[config.mk]
export PLATFORM = sky130hd
export DESIGN_NAME = shortest_remaining_time_scheduler
export DESIGN_NICKNAME = d
export VERILOG_FILES = /design/src/rtl/srts_pkg.sv /design/src/rtl/srts_cfg.sv /design/src/rtl/srts_dp.sv /design/src/rtl/srts_ctrl.sv /design/src/rtl/shortest_remaining_time_scheduler.sv
export SDC_FILE = /design/constraint.sdc
export NUM_CORES = 1
export LEC_CHECK = 0
export BUFFER_PORTS_ARGS = -buffer_cell sky130_fd_sc_hd__buf_4
export CAP_MARGIN = 10
export CORE_UTILIZATION = 30
export CTS_CLUSTER_SIZE = 28
export DETAILED_ROUTE_END_ITERATION = 16
export PLACE_DENSITY_LB_ADDON = 0.3
export SLEW_MARGIN = 40
export SYNTH_ARGS = -nofsm -noshare
export SYNTH_HDL_FRONTEND = slang
export SYNTH_SLANG_ARGS = --single-unit
[constraint.sdc]
create_clock -name clk -period 12.9 [get_ports clk]
set_input_delay 1.935 -clock clk [delete_from_list [all_inputs] [get_ports clk]]
set_output_delay 1.935 -clock clk [all_outputs]
set_load 0.02 [all_outputs]
[src/rtl/srts_pkg.sv]
package srts_pkg;

	localparam int MAX_SLOTS = 16;
	localparam int TIME_BITS = 16;
	localparam int SLOT_W    = (MAX_SLOTS > 1) ? $clog2(MAX_SLOTS) : 1;
	localparam int CNT_W     = $clog2(MAX_SLOTS + 1);

	localparam logic       CMD_LOAD     = 1'b0;
	localparam logic       CMD_TICK     = 1'b1;
	localparam logic       REG_ACTIVE   = 1'b0;
	localparam logic [4:0] ACTIVE_RESET = 5'd16;

	typedef struct packed {
		logic        cmd;
		logic [3:0]  slot;
		logic [15:0] arrival;
		logic [15:0] burst;
	} item_t;

	typedef struct packed {
		logic [3:0]  chosen;
		logic        idle;
		logic        finished;
		logic [15:0] now;
	} result_t;

	typedef struct packed {
		logic accept;
		logic scan_step;
		logic update;
		logic out_load;
	} dp_cmd_t;

	typedef struct packed {
		logic item_tick;
		logic live_zero;
		logic scan_last;
	} dp_sts_t;

endpackage

[src/rtl/srts_cfg.sv]
module srts_cfg (
	input  logic        clk,
	input  logic        arst_n,
	input  logic        psel,
	input  logic        penable,
	input  logic        pwrite,
	input  logic [2:0]  paddr,
	input  logic [31:0] pwdata,
	output logic [31:0] prdata,
	output logic        pready,
	output logic [4:0]  active_count
);
	import srts_pkg::*;

	logic [4:0] active_q;
	logic       wr_en;

	assign pready       = 1'b1;
	assign wr_en        = psel && penable && pwrite && pready && (paddr[2] == REG_ACTIVE);
	assign active_count = active_q;
	assign prdata       = (paddr[2] == REG_ACTIVE) ? {27'b0, active_q} : 32'b0;

	always_ff @(posedge clk or negedge arst_n) begin
		if (!arst_n) begin
			active_q <= ACTIVE_RESET;
		end else if (wr_en) begin
			active_q <= pwdata[4:0];
		end
	end

endmodule

[src/rtl/srts_dp.sv]
module srts_dp (
	input  logic              clk,
	input  logic              arst_n,
	input  srts_pkg::item_t   item,
	input  logic [4:0]        active_count,
	input  srts_pkg::dp_cmd_t c,
	output srts_pkg::dp_sts_t s,
	output srts_pkg::result_t result
);
	import srts_pkg::*;

	logic [TIME_BITS-1:0] arr_mem [MAX_SLOTS];
	logic [TIME_BITS-1:0] rem_mem [MAX_SLOTS];
	logic [MAX_SLOTS-1:0] nz_q;
	logic [TIME_BITS-1:0] clock_q;
	logic [SLOT_W-1:0]    cnt_q;

	logic                 rd_valid_s1;
	logic [SLOT_W-1:0]    rd_idx_s1;
	logic                 rd_nz_s1;
	logic [TIME_BITS-1:0] rd_arr_s1;
	logic [TIME_BITS-1:0] rd_rem_s1;

	logic                 found_q;
	logic [TIME_BITS-1:0] min_q;
	logic [SLOT_W-1:0]    first_q;
	logic [SLOT_W-1:0]    last_q;
	logic [TIME_BITS-1:0] last_rem_q;
	result_t              result_q;

	logic [CNT_W-1:0]     live;
	logic [MAX_SLOTS-1:0] live_mask;
	logic                 done;
	logic                 ld_we;
	logic [SLOT_W-1:0]    ld_addr;
	logic                 up_we;
	logic [SLOT_W-1:0]    win;
	logic                 elig;
	logic                 take_min;

	always_comb begin
		if (32'(active_count) > 32'(MAX_SLOTS)) begin
			live = CNT_W'(MAX_SLOTS);
		end else begin
			live = CNT_W'(active_count);
		end
		for (int k = 0; k < MAX_SLOTS; k++) begin
			live_mask[k] = 32'(k) < 32'(live);
		end
	end

	assign done     = ~|(nz_q & live_mask);
	assign ld_we    = c.accept && (item.cmd == CMD_LOAD) && (32'(item.slot) < 32'(MAX_SLOTS));
	assign ld_addr  = SLOT_W'(item.slot);
	assign win      = (last_rem_q == min_q) ? last_q : first_q;
	assign up_we    = c.update && found_q;
	assign elig     = rd_valid_s1 && rd_nz_s1 && (clock_q >= rd_arr_s1);
	assign take_min = !found_q || (rd_rem_s1 < min_q);

	assign s.item_tick = (item.cmd == CMD_TICK);
	assign s.live_zero = (live == '0);
	assign s.scan_last = (CNT_W'(cnt_q) + CNT_W'(1)) == live;
	assign result      = result_q;

	// slot stores, one read port for the scan
	always_ff @(posedge clk) begin
		if (ld_we) begin
			arr_mem[ld_addr] <= TIME_BITS'(item.arrival);
			rem_mem[ld_addr] <= TIME_BITS'(item.burst);
		end else if (up_we) begin
			rem_mem[win] <= min_q - TIME_BITS'(1);
		end
		if (c.scan_step) begin
			rd_arr_s1 <= arr_mem[cnt_q];
			rd_rem_s1 <= rem_mem[cnt_q];
		end
	end

	always_ff @(posedge clk or negedge arst_n) begin
		if (!arst_n) begin
			nz_q        <= '0;
			clock_q     <= '0;
			cnt_q       <= '0;
			rd_valid_s1 <= 1'b0;
			found_q     <= 1'b0;
		end else begin
			rd_valid_s1 <= c.scan_step;
			if (ld_we) begin
				nz_q[ld_addr] <= TIME_BITS'(item.burst) != '0;
			end else if (up_we) begin
				nz_q[win] <= min_q != TIME_BITS'(1);
			end
			if (c.update && (clock_q != '1)) begin
				clock_q <= clock_q + TIME_BITS'(1);
			end
			if (c.accept) begin
				cnt_q <= '0;
			end else if (c.scan_step) begin
				cnt_q <= cnt_q + SLOT_W'(1);
			end
			if (c.accept) begin
				found_q <= 1'b0;
			end else if (elig) begin
				found_q <= 1'b1;
			end
		end
	end

	always_ff @(posedge clk) begin
		if (c.scan_step) begin
			rd_idx_s1 <= cnt_q;
			rd_nz_s1  <= nz_q[cnt_q];
		end
		if (!c.accept && elig) begin
			if (take_min) begin
				min_q   <= rd_rem_s1;
				first_q <= rd_idx_s1;
			end
			last_q     <= rd_idx_s1;
			last_rem_q <= rd_rem_s1;
		end
		if (c.out_load) begin
			result_q.chosen   <= found_q ? 4'(win) : 4'd0;
			result_q.idle     <= !found_q;
			result_q.finished <= done;
			result_q.now      <= 16'(clock_q);
		end
	end

	a_win_live: assert property (@(posedge clk) disable iff (!arst_n)
		up_we |-> nz_q[win])
		else $error("winner slot has no remaining time");

	a_clock_hold: assert property (@(posedge clk) disable iff (!arst_n)
		!c.update |=> $stable(clock_q))
		else $error("clock moved outside a tick update");

endmodule

[src/rtl/srts_ctrl.sv]
module srts_ctrl (
	input  logic              clk,
	input  logic              arst_n,
	input  logic              item_valid,
	output logic              item_ready,
	output logic              result_valid,
	input  logic              result_ready,
	input  srts_pkg::dp_sts_t s,
	output srts_pkg::dp_cmd_t c
);
	import srts_pkg::*;

	localparam logic [2:0] S_IDLE  = 3'd0;
	localparam logic [2:0] S_SCAN  = 3'd1;
	localparam logic [2:0] S_DRAIN = 3'd2;
	localparam logic [2:0] S_UPD   = 3'd3;
	localparam logic [2:0] S_OUT   = 3'd4;

	logic [2:0] state_q;
	logic [2:0] state_d;
	logic       result_valid_q;

	assign item_ready   = (state_q == S_IDLE);
	assign result_valid = result_valid_q;

	assign c.accept    = item_ready && item_valid;
	assign c.scan_step = (state_q == S_SCAN);
	assign c.update    = (state_q == S_UPD);
	assign c.out_load  = (state_q == S_OUT) && (!result_valid_q || result_ready);

	always_comb begin
		state_d = state_q;
		unique case (state_q)
			S_IDLE: begin
				if (c.accept) begin
					if (!s.item_tick) begin
						state_d = S_OUT;
					end else if (s.live_zero) begin
						state_d = S_UPD;
					end else begin
						state_d = S_SCAN;
					end
				end
			end
			S_SCAN: begin
				if (s.scan_last) begin
					state_d = S_DRAIN;
				end
			end
			S_DRAIN: begin
				state_d = S_UPD;
			end
			S_UPD: begin
				state_d = S_OUT;
			end
			S_OUT: begin
				if (c.out_load) begin
					state_d = S_IDLE;
				end
			end
			default: begin
				state_d = S_IDLE;
			end
		endcase
	end

	always_ff @(posedge clk or negedge arst_n) begin
		if (!arst_n) begin
			state_q        <= S_IDLE;
			result_valid_q <= 1'b0;
		end else begin
			state_q <= state_d;
			if (c.out_load) begin
				result_valid_q <= 1'b1;
			end else if (result_ready) begin
				result_valid_q <= 1'b0;
			end
		end
	end

	a_scan_live: assert property (@(posedge clk) disable iff (!arst_n)
		(state_q == S_SCAN) |-> !s.live_zero)
		else $error("scan running with no live slots");

	a_busy_after_accept: assert property (@(posedge clk) disable iff (!arst_n)
		c.accept |=> !item_ready)
		else $error("new beat taken while previous one in progress");

endmodule

[src/rtl/shortest_remaining_time_scheduler.sv]
// Loads go straight to the output state; ticks scan N slots, then drain, update and output.
// N = active slots clamped to 16; N = 0 skips scan and drain; scan reads one slot per cycle.
// One beat in flight; the output state waits only while the previous result still waits at
// its output, and the next beat is taken while a result waits there.
// Async active-low reset clears clock, remaining-time valid bits and control;
// active_count resets to 16.
module shortest_remaining_time_scheduler (
	input  logic              clk,
	input  logic              arst_n,
	input  srts_pkg::item_t   item,
	input  logic              item_valid,
	output logic              item_ready,
	output srts_pkg::result_t result,
	output logic              result_valid,
	input  logic              result_ready,
	input  logic              psel,
	input  logic              penable,
	input  logic              pwrite,
	input  logic [2:0]        paddr,
	input  logic [31:0]       pwdata,
	output logic [31:0]       prdata,
	output logic              pready
);
	import srts_pkg::*;

	logic [4:0] active_count;
	dp_cmd_t    cmd;
	dp_sts_t    sts;

	srts_cfg u_cfg (
		.clk          (clk),
		.arst_n       (arst_n),
		.psel         (psel),
		.penable      (penable),
		.pwrite       (pwrite),
		.paddr        (paddr),
		.pwdata       (pwdata),
		.prdata       (prdata),
		.pready       (pready),
		.active_count (active_count)
	);

	srts_ctrl u_ctrl (
		.clk          (clk),
		.arst_n       (arst_n),
		.item_valid   (item_valid),
		.item_ready   (item_ready),
		.result_valid (result_valid),
		.result_ready (result_ready),
		.s            (sts),
		.c            (cmd)
	);

	srts_dp u_dp (
		.clk          (clk),
		.arst_n       (arst_n),
		.item         (item),
		.active_count (active_count),
		.c            (cmd),
		.s            (sts),
		.result       (result)
	);

endmodule

==> results.cfg, run 1 <==
[place]
port_buffers = 78
dp_hpwl_mm = 40.28
place_congestion = 0.8791

[finish]
fin_util_pct = 35.51
diodes = 0
nets = 1923
drive_gt1_share_pct = 20.88
final_cell_mix = edfxtp_1, mux2i_1, buf_4
syn_to_final_growth_pct = 16.81
final_common_cell = edfxtp_1

[cts]
cts_hold_buf = 0
cts_sinks = 658
cts_buffers = 66
cts.clk_slew.worst_paths_ps = 60
cts_tree = done
cts_buffer_depth = 3
clkLatencyLatePin_ps = 600
cts_setup_buffers = 0
cts_root_buf = clkbuf_16
cts_resized = 0
ctsHtreeMaxLevel = 3

[critical_path]
critical_path_buf_inv_count = 2
crit_path_top_delay_cell = buf_4
path_class = in -> out
worstSetupStartpoint = paddr[2]
r2r_end = u_dp.nz_q[4]
arrival_ps = 2320
r2r_setup_slack_ps = 8940
cp.depth = 3
critPathTopFamily = buffers and inverters
crit_end = prdata[1]
cp_cell_sequence = buf_4 -> nor2b_1 -> buf_4
setup.worst_path.start_class = input pin
end_kind = output port
max_stage_delay_ps = 150
crit_top_cell = buf_4
regToRegStartpoint = u_dp.min_q[11]
r2r_cells = 7
crit_required_ps = 10970
crit_fanout = 6

[floorplan]
io_pins = 136
core_mm2 = 0.09042
die_w_um = 304.7
die_area_mm2 = 0.09285
placementRows = 110
start_util_pct = 30.40
die_h_um = 304.7

[global_route]
grt_usage_pct = 14.23
grt_max_degree = 110
grt_pass1_wl_mm = 98.86
gr-total-overflow = 0
antenna_found_initial = 4
grt_pass1_vias = 15170

[synthesis]
synth_edf_count = 611
netlist_area_mm2 = 0.02749
yosysWarnings = 0
synth-seq-cells = 658
ys_seq_area_share_pct = 71.03
synth_ff_type = edfxtp_1
ys_async_sr_fraction_pct = 7.143
synth_xor_area_share_pct = 1.561
synth_compound_area_share_pct = 6.422
synth_cell_type_count = 64
postSynthAreaPerCell_um2 = 16.28
synthAdderAreaFrac_pct = 1.593
netlist_instances = 1689
synth-simple-area-share_pct = 5.162
synth_mux_area_share_pct = 11.68
synth_top_family_by_area = multiplexers

[sta]
drv_slew = 0
max_freq_mhz = 235.0
worst_pin_slew_ps = 835.7
whs_ps = 450.8
setup_viol = 0
rsz0062_at_grt = no
finalHoldViolations = 0
timing.final.crit_share_pct = 32.99
fin_skew_ps = 22.69
max-slew-margin-rel_pct = 44.28
period_needed_ps = 4256
tns_ps = 0

[route]
wl_met3_mm = 3.012
wl_mm = 66.47
drc = 0
met2_wirelength_mm = 32.32
drt_iter0_markers = 1179
routedWlPerCell_um = 21.91
top_layer = met5
dr.pass1.iters = 5
postRouteAntennaNets = 0
via_per_inst = 4.909
wl_met1_mm = 29.56
vias = 14890

[power]
switching_share_pct = 27.61
p_int_w = 0.004216
clockPowerShare_pct = 33.8
ir_worst_vdd_v = 0.0001444
powerDensity_mw_per_mm2 = 181.4
power_w = 0.005824
p_leak_nw = 10.99
p_comb_share_pct = 20.4
p_sw_w = 0.001608
seq_power_share_pct = 45.8

[job]
max_cap_violations = 0

[status]
status = completed

[min_path]
hold_path_class = reg -> reg
kinds of logic (layout without fill, tap and decap cells):
group,after synthesis,count (layout)
DFF,658,658
and+or+nand+nor,290,290
AOI/OAI and AO/OA,276,276
muxes,233,233
buffers and inverters,146,289
xor gates and xnor gates,49,49
adders and majority gates,35,35
other,2,28
worst min path at each step:
stage               depth (start not counted)         endpoint              start
floorplan                                   0  u_dp.first_q[0]  u_dp.rd_idx_s1[0]
global placement                            0  u_dp.first_q[1]  u_dp.rd_idx_s1[1]
detailed placement                          0  u_dp.first_q[2]  u_dp.rd_idx_s1[2]
CTS                                         0   u_dp.last_q[2]  u_dp.rd_idx_s1[2]
global route                                0  u_dp.first_q[2]  u_dp.rd_idx_s1[2]
finish                                      0   u_dp.last_q[2]  u_dp.rd_idx_s1[2]
layout make-up:
type	instances	area (um2)
Clock buffer	81	1803
Tap cell	1176	1471
Clock inverter	36	420.4
Fill cell	8387	58310
Sequential cell	658	19530
Timing Repair Buffer	130	1171
Multi-Input combinational cell	911	7552
Inverter	42	157.7
sequential cells by signal (all words and copies together), names as in the netlist:
register             flops
u_dp.arr_mem           256
u_dp.rem_mem           256
u_dp.result             22
u_dp.clock_q            16
u_dp.last_rem_q         16
u_dp.min_q              16
u_dp.nz_q               16
u_dp.rd_arr_s1          16
u_dp.rd_rem_s1          16
u_cfg.active_count       5
u_dp.cnt_q               4
u_dp.first_q             4
u_dp.last_q              4
u_dp.rd_idx_s1           4
u_ctrl.state_q           3
u_ctrl.result_valid      1
u_dp.found_q             1
u_dp.rd_nz_s1            1
u_dp.rd_valid_s1         1
per-stage QoR:
| step | setup WS, ps | instances | instance area [um2] |
|---|---|---|---|
| floorplan | 8402 | 1715 | 27590 |
| global placement | 8468 | 2907 | 29600 |
| detailed placement | 8579 | 2914 | 29800 |
| CTS | 8644 | 3031 | 32020 |
| global route | 8593 | 3034 | 32110 |
| finish | 8644 | 3034 | 32110 |
routing by layer:
layer  vias to the layer above  global-route usage [%]
li1                       6799                       -
met1                      7641                   18.96
met2                       347                   23.66
met3                       100                   2.385
met4                         6                   4.393
met5                         -                       0
cell usage after synthesis, types with 24 or more instances:
| cell type | n | area (um2) |
|---|---|---|
| ha_1 | 35 | 437.9 |
| o21ai_0 | 102 | 510.5 |
| inv_1 | 42 | 157.7 |
| mux4_2 | 66 | 1486 |
| dfrtp_1 | 46 | 1151 |
| mux2i_1 | 125 | 1251 |
| buf_4 | 29 | 217.7 |
| xnor2_1 | 25 | 219.0 |
| a221oi_1 | 35 | 306.5 |
| a21oi_1 | 51 | 255.2 |
| edfxtp_1 | 611 | 18350 |
| clkbuf_1 | 46 | 172.7 |
| mux2_2 | 31 | 349.1 |
| nand2_1 | 102 | 382.9 |
| nor2_1 | 73 | 274.0 |
| xor2_1 | 24 | 210.2 |
| a22oi_1 | 33 | 247.7 |
power by group through the flow:
stage                     Sequential (W)  Clock [W]  Combinational [W]
after floorplan                  0.00262          0           0.000906
after CTS                        0.00267    0.00201            0.00120
after global routing             0.00269    0.00209            0.00131
final                            0.00267    0.00197            0.00119
after global placement           0.00271          0            0.00118
after detailed placement         0.00271          0            0.00120
Note: power is estimated with default switching activity, not from simulation.
==> inputs of run 2 (changes only) <==
Settings changed: ABC_AREA set to 1.
Clock period 12.9 ns to 4 ns, I/O delays scaled along.
==> run 2 against run 1 <==
Net effect:
- highest routed layer unchanged
- non-clock buffer count up 1
- sequential share of layout area up 0.15 points
- clock power rose to 3.0 times the previous value
- register-to-register slack worse by 7900 ps
- clock skew up 12 ps
- first-iteration DRC count up 13%
- largest power group unchanged
==> results.cfg, run 2 <==
[cts]
cts_root_buf = clkbuf_16
clkLatencyLatePin_ps = 640
cts_buffers = 61
cts.clk_slew.worst_paths_ps = 60
cts_buffer_depth = 3
cts_tree = done
cts_sinks = 658
cts_resized = 0
ctsHtreeMaxLevel = 2
cts_setup_buffers = 0

[critical_path]
crit_required_ps = 4280
crit_top_cell = inv_2
arrival_ps = 3250
max_stage_delay_ps = 510
setup.worst_path.start_class = flip-flop
path_class = reg -> reg
crit_path_top_delay_cell = nor2_4
crit_fanout = 25
end_kind = flip-flop
cp_cell_sequence = nor3_2 -> inv_2 -> nor2_4 -> inv_2 -> o21ai_1 -> o211ai_1 -> nor2_2 -> buf_4

[route]
postRouteAntennaNets = 0
drt_iter0_markers = 1329
wl_mm = 75.97
routedWlPerCell_um = 20.57
vias = 18280
via_per_inst = 4.950
dr.pass1.iters = 7
drc = 0

[synthesis]
ys_seq_area_share_pct = 70.10
synth_most_common_cell = edfxtp_1
netlist_area_mm2 = 0.02785
synth_ff_type = edfxtp_1
synth.area.top_cells = edfxtp_1, nand2_1, dfrtp_1
synth-seq-cells = 658
postSynthAreaPerCell_um2 = 12.00
synth_commonest_cells = edfxtp_1, nand2_1, nor2_1
synth_top_cell_area_share_pct = 65.88
netlist_instances = 2321
ys_async_sr_fraction_pct = 7.143
yosys.area.top_type = edfxtp_1
yosysWarnings = 0
synth_cell_type_count = 48
synth_edf_count = 611

[floorplan]
die_area_mm2 = 0.09406
core_mm2 = 0.09180
placementRows = 111
start_util_pct = 30.34
die_h_um = 306.7
die_w_um = 306.7
io_pins = 136

[finish]
final_area_mm2 = 0.03203
seqCellArea_mm2 = 0.01953
nFillCells = 8882
stdcell_count = 3693
drive_gt1_share_pct = 13.80
nets = 2519
diodes = 0
final_cell_mix = edfxtp_1, nand2_1, o21ai_0
multi_input_area_mm2 = 0.007376
syn_to_final_growth_pct = 15.00
final_common_cell = edfxtp_1

[sta]
whs_ps = 186.4
drv_slew = 0
tns_ps = 0
rsz0062_at_grt = no
finalHoldViolations = 0
timing.final.crit_share_pct = 74.40
max-slew-margin-rel_pct = 43.32
max_freq_mhz = 336.0
setup_slack_ps = 1024
worst_pin_slew_ps = 847.2
period_needed_ps = 2976
setup_viol = 0
fin_skew_ps = 34.52

[global_route]
grt_pass1_vias = 17970
gr-total-overflow = 0
grt_usage_pct = 15.98
antenna_found_initial = 4
grt_pass1_wl_mm = 113.3
grt_max_degree = 135

[power]
powerDensity_mw_per_mm2 = 589.1
p_int_w = 0.01281
p_sw_w = 0.006057
seq_power_share_pct = 45.0
clockPowerShare_pct = 30.9
p_leak_nw = 11.54
switching_share_pct = 32.10
ir_worst_vdd_v = 0.0005196
p_comb_share_pct = 24.1

[job]
max_cap_violations = 0

[place]
port_buffers = 78
dpl_cell_area_mm2 = 0.03002
dp_slack_ps = 1006
dp_hpwl_mm = 43.70
placed_cells = 3584
place_congestion = 0.8318

[min_path]
hold_path_class = in -> reg

[status]
status = completed
==> run 2: critical path: cells and delay by family (launching register included) <==
| kind | cells | cell delay [ps] |
|---|---|---|
| AND/OR/NAND/NOR | 3 | 940 |
| buffers and inverters | 3 | 810 |
| flip-flops | 1 | 460 |
| AO/OA/AOI/OAI | 2 | 400 |
==> run 2: layout make-up <==
class	count	area share, %
well taps	1243	4.856
multi-input cells	1419	23.03
clock inverters	26	1.066
repair buffers	131	3.293
flip-flops and latches	658	60.99
inverters	134	1.602
clock buffers	82	5.168
==> run 2: path summary, 6_finish.rpt <==
check | from | slack, ps | to | depth (start not counted)
worst max-delay path | u_ctrl.state_q[2] | 1020 | u_dp.rem_mem[14][8] | 8
worst min-delay path | result_ready | 190 | u_ctrl.result_valid | 2
worst max register to register | u_ctrl.state_q[2] | 1020 | u_dp.rem_mem[14][8] | 8
worst min register to register | u_dp.rd_idx_s1[1] | 450 | u_dp.last_q[1] | 0
max in group asynchronous | arst_n | 2940 | u_dp.cnt_q[0] | 2
min in group asynchronous | arst_n | 540 | u_dp.clock_q[4] | 2
==> run 2: repair_timing <==
action / in CTS / in global routing
endpoints found under the setup margin: 0 / 0
hold buffers: 1 / 0
hold endpoints to repair: 11 / 0
==> run 2: power groups by stage <==
stage | clock network [W] | logic (W) | registers [W]
final | 0.00584 | 0.00454 | 0.00849
after global placement | 0 | 0.00439 | 0.00863
after detailed placement | 0 | 0.00455 | 0.00864
after floorplan | 0 | 0.00286 | 0.00850
after CTS | 0.00595 | 0.00457 | 0.00849
after global routing | 0.00618 | 0.00502 | 0.00853
==> run 2: cells by family after synthesis <==
logic type	Yosys count	share of synthesized area, %
XOR/XNOR	28	0.8805
other	2	0.02696
flip-flops	658	70.10
adder cells (fa/ha/maj)	35	1.572
buffers and inverters	270	4.106
AND/OR/NAND/NOR	882	14.07
AO/OA/AOI/OAI	446	9.245
==> run 2: metrics by stage <==
step	total power [W]	utilization (%)
finish	0.01887	34.89
global route	0.01972	34.89
CTS	0.01901	34.89
detailed placement	0.01319	32.70
global placement	0.01301	32.61
floorplan	0.01136	-
==> run 2: routing by layer <==
layer,share of wire [%],routed length [um],track usage [%],vias up
met5,0.066,50,0,-
met4,2.4,1820,4.488,8
met3,5.3,4054,1.840,116
met2,49,37190,27.59,570
met1,43,32850,21.11,9154
li1,-,-,-,8432
==> inputs of run 3 (changes only) <==
Clock period 4 ns to 2.5 ns, I/O delays scaled along.
==> run 3 against run 2 <==
Net effect:
- non-clock buffer count increased by 96
- first-iteration DRC count increased by 16%
- die area unchanged
- routed wire length increased by 2.8%
- global-route usage is 0.13 points higher
- power grew 63%
==> results.cfg, run 3 (synthesis gave the netlist of run 2 again) <==
[critical_path]
path_class = reg -> reg
arrival_ps = 2790
crit_fanout = 8
end_kind = flip-flop
crit_required_ps = 2850
setup.worst_path.start_class = flip-flop

[route]
wl_mm = 78.08
postRouteAntennaNets = 0
vias = 18700
drt_iter0_markers = 1542
via_per_inst = 4.927
drc = 0
dr.pass1.iters = 6
routedWlPerCell_um = 20.57

[cts]
clkLatencyLatePin_ps = 650
cts_buffers = 61
cts_root_buf = clkbuf_16
cts_sinks = 658
cts.clk_slew.worst_paths_ps = 60
cts_buffer_depth = 3
ctsHtreeMaxLevel = 2
cts_tree = done

[power]
power_w = 0.03077
p_comb_share_pct = 26.2
switching_share_pct = 32.93
ir_worst_vdd_v = 0.0007003
p_int_w = 0.02064
p_sw_w = 0.01013
clockPowerShare_pct = 30.1
powerDensity_mw_per_mm2 = 919.9
p_leak_nw = 12.21
seq_power_share_pct = 43.7

[global_route]
grt_pass1_wl_mm = 114.4
gr-total-overflow = 0
grt_usage_pct = 16.11
grt_max_degree = 109
grt_pass1_vias = 18110
antenna_found_initial = 6

[sta]
max-slew-margin-rel_pct = 50.38
max_freq_mhz = 410.2
timing.final.crit_share_pct = 97.51
finalHoldViolations = 0
tns_ps = 0
period_needed_ps = 2438
drv_slew = 0
worst_pin_slew_ps = 741.9
fin_skew_ps = 24.86
setup_viol = 0
setup_slack_ps = 62.31

[place]
place_congestion = 0.8543
dp_hpwl_mm = 45.96
port_buffers = 78
dp_slack_ps = -16.11
placed_cells = 3642

[status]
status = completed

[job]
max_cap_violations = 0

[finish]
nFillCells = 8774
seqCellArea_mm2 = 0.01953
fin_util_pct = 36.44
stdcell_count = 3796
drive_gt1_share_pct = 17.35
final_common_cell = edfxtp_1
final_cell_mix = edfxtp_1, nand2_1, o21ai_0
syn_to_final_growth_pct = 20.09
multi_input_area_mm2 = 0.007501
diodes = 0
nets = 2615

[floorplan]
die_w_um = 306.7
start_util_pct = 30.34
core_mm2 = 0.09180
die_h_um = 306.7
placementRows = 111
io_pins = 136
die_area_mm2 = 0.09406

[min_path]
hold_path_class = in -> reg
==> run 3: cell types whose count changed in the layout (fill, tap and decap cells not counted), sizes merged <==
cell | before | now
clkinvlp | 4 | 2
dlygate4sd3 | 1 | 18
clkinv | 19 | 30
clkbuf | 82 | 85
inv | 130 | 134
bufinv | 7 | 5
buf | 130 | 202
==> run 3: timing repair <==
action,in CTS,in global routing
cloned,0,7
setup buffers,1,13
gates resized for setup,0,41
pin swaps,1,24
hold buffers,18,0
hold endpoints to repair,217,0
setup endpoints to repair,16,213
==> run 3: power groups by stage <==
stage               combinational [W]  clock, W  sequential [W]
global placement              0.00774         0          0.0137
CTS                           0.00797   0.00945          0.0134
global route                  0.00884   0.00986          0.0135
floorplan                     0.00459         0          0.0136
finish                        0.00805   0.00926          0.0135
detailed placement            0.00792         0          0.0137
==> run 3: final timing paths <==
kind                                          to  cells past startpoint  slack [ps]               from
max                          u_dp.rem_mem[8][14]                     13          60      u_dp.min_q[4]
min                        u_cfg.active_count[0]                      3          30          pwdata[0]
max reg2reg                  u_dp.rem_mem[8][14]                     13          60      u_dp.min_q[4]
min reg2reg                       u_dp.last_q[1]                      0         460  u_dp.rd_idx_s1[1]
max in group asynchronous          u_dp.cnt_q[0]                      2        1630             arst_n
min in group asynchronous        u_dp.clock_q[8]                      2         320             arst_n
==> run 3: layout make-up <==
| type | count | share of cell area, % |
|---|---|---|
| inverter | 134 | 1.519 |
| timing repair buffer | 227 | 7.115 |
| sequential | 658 | 58.40 |
| clock inverter | 37 | 1.017 |
| tap | 1243 | 4.650 |
| clock buffer | 78 | 4.874 |
| multi-input combinational | 1419 | 22.43 |
==> run 3: per-stage QoR <==
step	instance area, um2	hold slack (ps)
finish	33450	28.00
global route	33450	25.54
CTS	32990	0.5272
detailed placement	30830	444.9
global placement	30820	435.0
floorplan	27990	79.41
==> run 3: routing by layer <==
layer / up-vias / GRT usage, % / routed length [um]
li1: 8644 / - / -
met1: 9283 / 21.50 / 33340
met2: 637 / 27.37 / 38170
met3: 131 / 2.061 / 4588
met4: 8 / 4.593 / 1907
met5: - / 0 / 69
==> run 3: critical path: stages (launching register included) <==
cell and delay (ps):
edfxtp_1 440, nand2_1 100, nand2_1 60, nor2_2 130
nand2_2 110, nor2_8 170, buf_12 130, nand3b_4 80
nand2_4 110, nand2_1 50, o21ai_1 90, nand3_1 150
nor2_4 270, clkbuf_16 220
